==> config.mk <==
export PLATFORM = sky130hd
export DESIGN_NAME = altilt_isqrt
export DESIGN_NICKNAME = d
export VERILOG_FILES = /design/src/rtl/altilt_isqrt.sv
export SDC_FILE = /design/constraint.sdc
export NUM_CORES = 1
export LEC_CHECK = 0
export BUFFER_PORTS_ARGS = -buffer_cell sky130_fd_sc_hd__buf_2
export CELL_PAD_IN_SITES_DETAIL_PLACEMENT = 1
export CELL_PAD_IN_SITES_GLOBAL_PLACEMENT = 2
export CORE_MARGIN = 2
export CORE_UTILIZATION = 34
export DETAILED_ROUTE_END_ITERATION = 8
export GPL_ROUTABILITY_DRIVEN = 0
export PLACE_DENSITY = 0.76
export SYNTH_ARGS = -nofsm -noshare
export SYNTH_HDL_FRONTEND = slang
export SYNTH_SLANG_ARGS = --single-unit
==> constraint.sdc <==
create_clock -name clk -period 2.9 [get_ports clk]
set_clock_uncertainty 0.2 [all_clocks]
set_input_delay 0.29 -clock clk [delete_from_list [all_inputs] [get_ports clk]]
set_output_delay 0.29 -clock clk [all_outputs]
set_load 0.05 [all_outputs]
==> src/rtl/altilt_isqrt.sv <==
`timescale 1ns / 1ps
// Digit-serial floor square root of a 64-bit value, two radicand bits per cycle.
// Uses no package items.
module altilt_isqrt (
	input  logic        clk,
	input  logic        arst_n,
	input  logic        start,
	input  logic [63:0] radicand,
	output logic        done,
	output logic [31:0] root
);
	logic        busy_q, done_q;
	logic [4:0]  cnt_q;
	logic [63:0] src_q;
	logic [33:0] rem_q;
	logic [31:0] root_q;
	logic [35:0] rem_sh, trial;
	logic        take;

	assign rem_sh = {rem_q, src_q[63:62]};
	assign trial  = {2'b00, root_q, 2'b01};
	assign take   = rem_sh >= trial;

	always_ff @(posedge clk or negedge arst_n) begin
		if (!arst_n) begin
			busy_q <= 1'b0;
			done_q <= 1'b0;
			cnt_q  <= '0;
		end else begin
			done_q <= 1'b0;
			if (start) begin
				busy_q <= 1'b1;
				cnt_q  <= '0;
			end else if (busy_q) begin
				cnt_q <= cnt_q + 5'd1;
				if (cnt_q == 5'd31) begin
					busy_q <= 1'b0;
					done_q <= 1'b1;
				end
			end
		end
	end

	always_ff @(posedge clk) begin
		if (start) begin
			src_q  <= radicand;
			rem_q  <= '0;
			root_q <= '0;
		end else if (busy_q) begin
			src_q <= {src_q[61:0], 2'b00};
			if (take) begin
				rem_q  <= 34'(rem_sh - trial);
				root_q <= {root_q[30:0], 1'b1};
			end else begin
				rem_q  <= rem_sh[33:0];
				root_q <= {root_q[30:0], 1'b0};
			end
		end
	end

	assign done = done_q;
	assign root = root_q;
endmodule
==> results.txt <==
outcome: finished, violations left
failing checks: setup timing
post-synthesis average cell area: 10.0 µm²
share of the synthesized area in the top cell type: 24.3%
CTS H-Tree Depth: 4
maximum capacitance violations: 0
Post-synth EDFFs: 64
Max Clk Rate: 337 MHz
Slew HR: 64.8%
Pwr Density: 1070 nW/µm²
1st-iter DRT viols: 325
initial antenna violation count: 0
grt total ovfl: 0
final setup margin: -0.0651 ns
Detail Route Antenna Nets: 0
diode count: 0
clk_lat worst skew: 0.43 ns
post-layout min period: 2.97 ns
critical path required time: 3.02 ns
# IOs: 100
Tcrit/Tclk final: 102%
Core ar.: 22,800 µm²
WL/cell: 18.1 µm
synth warn: 0
Distinct cells, synth: 65
Synth Instances: 790
CTS root buffer: clkbuf_16
crit path launch type: register
Register Area: 3470 µm²
Post-synth ARST share: 5.11%
Setup crit end kind: register
via density per instance: 5.00
HPWL after DPL: 16,600 µm
CTS sink cnt: 137
final std cells w/o fill: 1,405
Buf/Inv on CP: 2
main area contributors after synthesis: edfxtp_1 (24%), dfxtp_1 (17%), mux2_2 (9.2%), ha_1 (5.7%), mux2i_1 (4.4%)
final instance area: 11,700 µm²
All-Layer GR Usage: 21.0%
share of cells above drive strength 1: 44.7%
Die Y-Extent: 157 µm
placed insts: 1,296
WP data arrival: 3.08 ns
Worst VDD drop: 0.675 mV
Remaining DRCs: 0
row cnt: 55
vias in the first global route: 7,416
Syn Nets: 893
full die area: 24,500 µm²
nets@finish: 1,182
first-pass GRT wire length: 40,100 µm
CTS tree: done
Area Growth Syn to Fin: 47.1%
leakage power: 5.15 nW
Final Hold Viols: 0
count of input and output buffers: 99
#FFs+latches synth: 137
DR pass1 iterations: 5
# fillers: 2,519
Setup CP Type: reg -> reg
ys flop type: dfxtp_1
Worst Path Max Fanout: 8
most common cell after layout, fill and taps aside: buf_4
RSZ-0062 raised after global routing: yes
vias: 7,023
# setup viols final: 11
leading area contributor after synthesis: edfxtp_1
Syn Std Cell Area: 7920 µm²
Routed Wire Length: 25,400 µm
DIE WIDTH: 157 µm
CTS Buf Count: 17
Worst-Margin Slew: 0.528 ns
pin count of the biggest net entering global routing: 74
clk buf depth: 2
register area share after synthesis: 43.1%
Initial Utilization: 34.8%
crit path max-delay cell type: or4_4
most frequent cells in the layout: buf_4 (135), buf_2 (98), nor2_1 (85), dlygate4sd3_1 (65)
family with the most delay on the worst path: compound AO/OA/AOI/OAI gates
dpl ws: -0.166 ns
crit-path cells: inv_4 -> ha_4 -> nor2b_4 -> o31a_1 -> o311a_4 -> o21a_4 -> or4_4 -> nand2_8 -> buf_12 -> nand2_4 -> a311oi_2
Max Slew Vio Count: 0
Slowest Stage Delay on Critical Path: 0.48 ns
placed cell areas: 9750 µm²
CTS clk-pin slew, worst paths: 0.07 ns
Multi-input gate area: 4630 µm²
min-delay worst type: in -> async
[power breakdown]
part	internal [W]	total, W	switching [W]
sequential	0.00231	0.00251	0.000197
combinational	0.00383	0.00756	0.00373
clock	0.00132	0.00235	0.00103
total	0.00746	0.0124	0.00495
[logic make-up (layout without fill, tap and decap cells)]
group,count (synthesis),count (layout),share of synthesized area (%)
adder cells (fa/ha/maj),36,36,5.69
XOR/XNOR,22,22,2.43
buffers and inverters,89,391,4.97
AND/OR/NAND/NOR,241,241,14.3
multiplexers,100,100,13.7
AO/OA/AOI/OAI,165,165,15.8
flip-flops,137,137,43.1
[stage by stage]
step | utilization, % | setup TNS [ns] | hold WS, ns | power (W)
after global placement | 42.8 | -0.878 | -0.0648 | 0.00877
after detailed placement | 42.8 | -2.12 | -0.0671 | 0.00887
after floorplan | - | -5.93 | -0.206 | 0.00657
after global routing | 51.2 | -2.15 | 0.0371 | 0.0132
after CTS | 49.8 | -0.0773 | 0.00470 | 0.0120
final | 51.2 | -0.285 | 0.0136 | 0.0124
[flip-flops by register name, indices dropped and copies added (netlist names)]
name,cells
src_q,64
rem_q,34
root,32
cnt_q,5
busy_q,1
done,1
[worst reg2reg max path: stages, from the launching register on]
cell	delay (ns)
dfxtp_4	0.36
inv_4	0.04
ha_4	0.23
nor2b_4	0.13
o31a_1	0.26
o311a_4	0.33
o21a_4	0.22
or4_4	0.48
nand2_8	0.13
buf_12	0.14
nand2_4	0.05
a311oi_2	0.28
[repair_timing]
action | 4_1_cts | 5_1_grt
setup endpoints to repair | 35 | 35
cloned | 1 | 0
hold buffers | 65 | 0
hold endpoints to repair | 71 | 0
pin swaps | 9 | 19
resized for setup | 41 | 52
setup buffers | 6 | 6
[metal layers]
layer  track usage, %  up-vias  part of all wire (%)
met5                0        -                     0
met4             6.07        0                   1.8
met3             3.41       35                   2.4
met2             36.3      106                    51
met1             26.9     3427                    45
li1                 -     3455                     -
[area by class of cell]
type                       count  share of cell area (%)
multi-input combinational    564                    39.8
clock buffer                  17                    3.65
inverter                      48                    1.57
clock inverter                15                    1.65
sequential                   137                    29.8
tap                          313                    3.36
timing repair buffer         311                    20.3
[path summary, 6_finish.rpt]
check	start	to	slack [ns]	depth (start not counted)
max	root[0]	rem_q[13]	-0.07	11
min	arst_n	done	0.01	2
max reg2reg	root[0]	rem_q[13]	-0.07	11
min reg2reg	root[28]	root[28]	0.31	2
max in group asynchronous	arst_n	busy_q	2.32	2
min in group clk	start	src_q[1]	0.26	2
[cell usage after synthesis (10+ instances only)]
cell and instances:
a21o_1 18, a21oi_1 44, a311oi_2 16, buf_1 10, clkbuf_1 24, dfxtp_1 66
edfxtp_1 64, ha_1 36, inv_1 47, mux2_2 65, mux2i_1 35, nand2_1 53
nand2_2 16, nand3_1 21, nand4_1 10, nor2_1 90, nor3_1 12, o21ai_0 20
xnor2_1 13
Power figures use the tool's default switching activity.
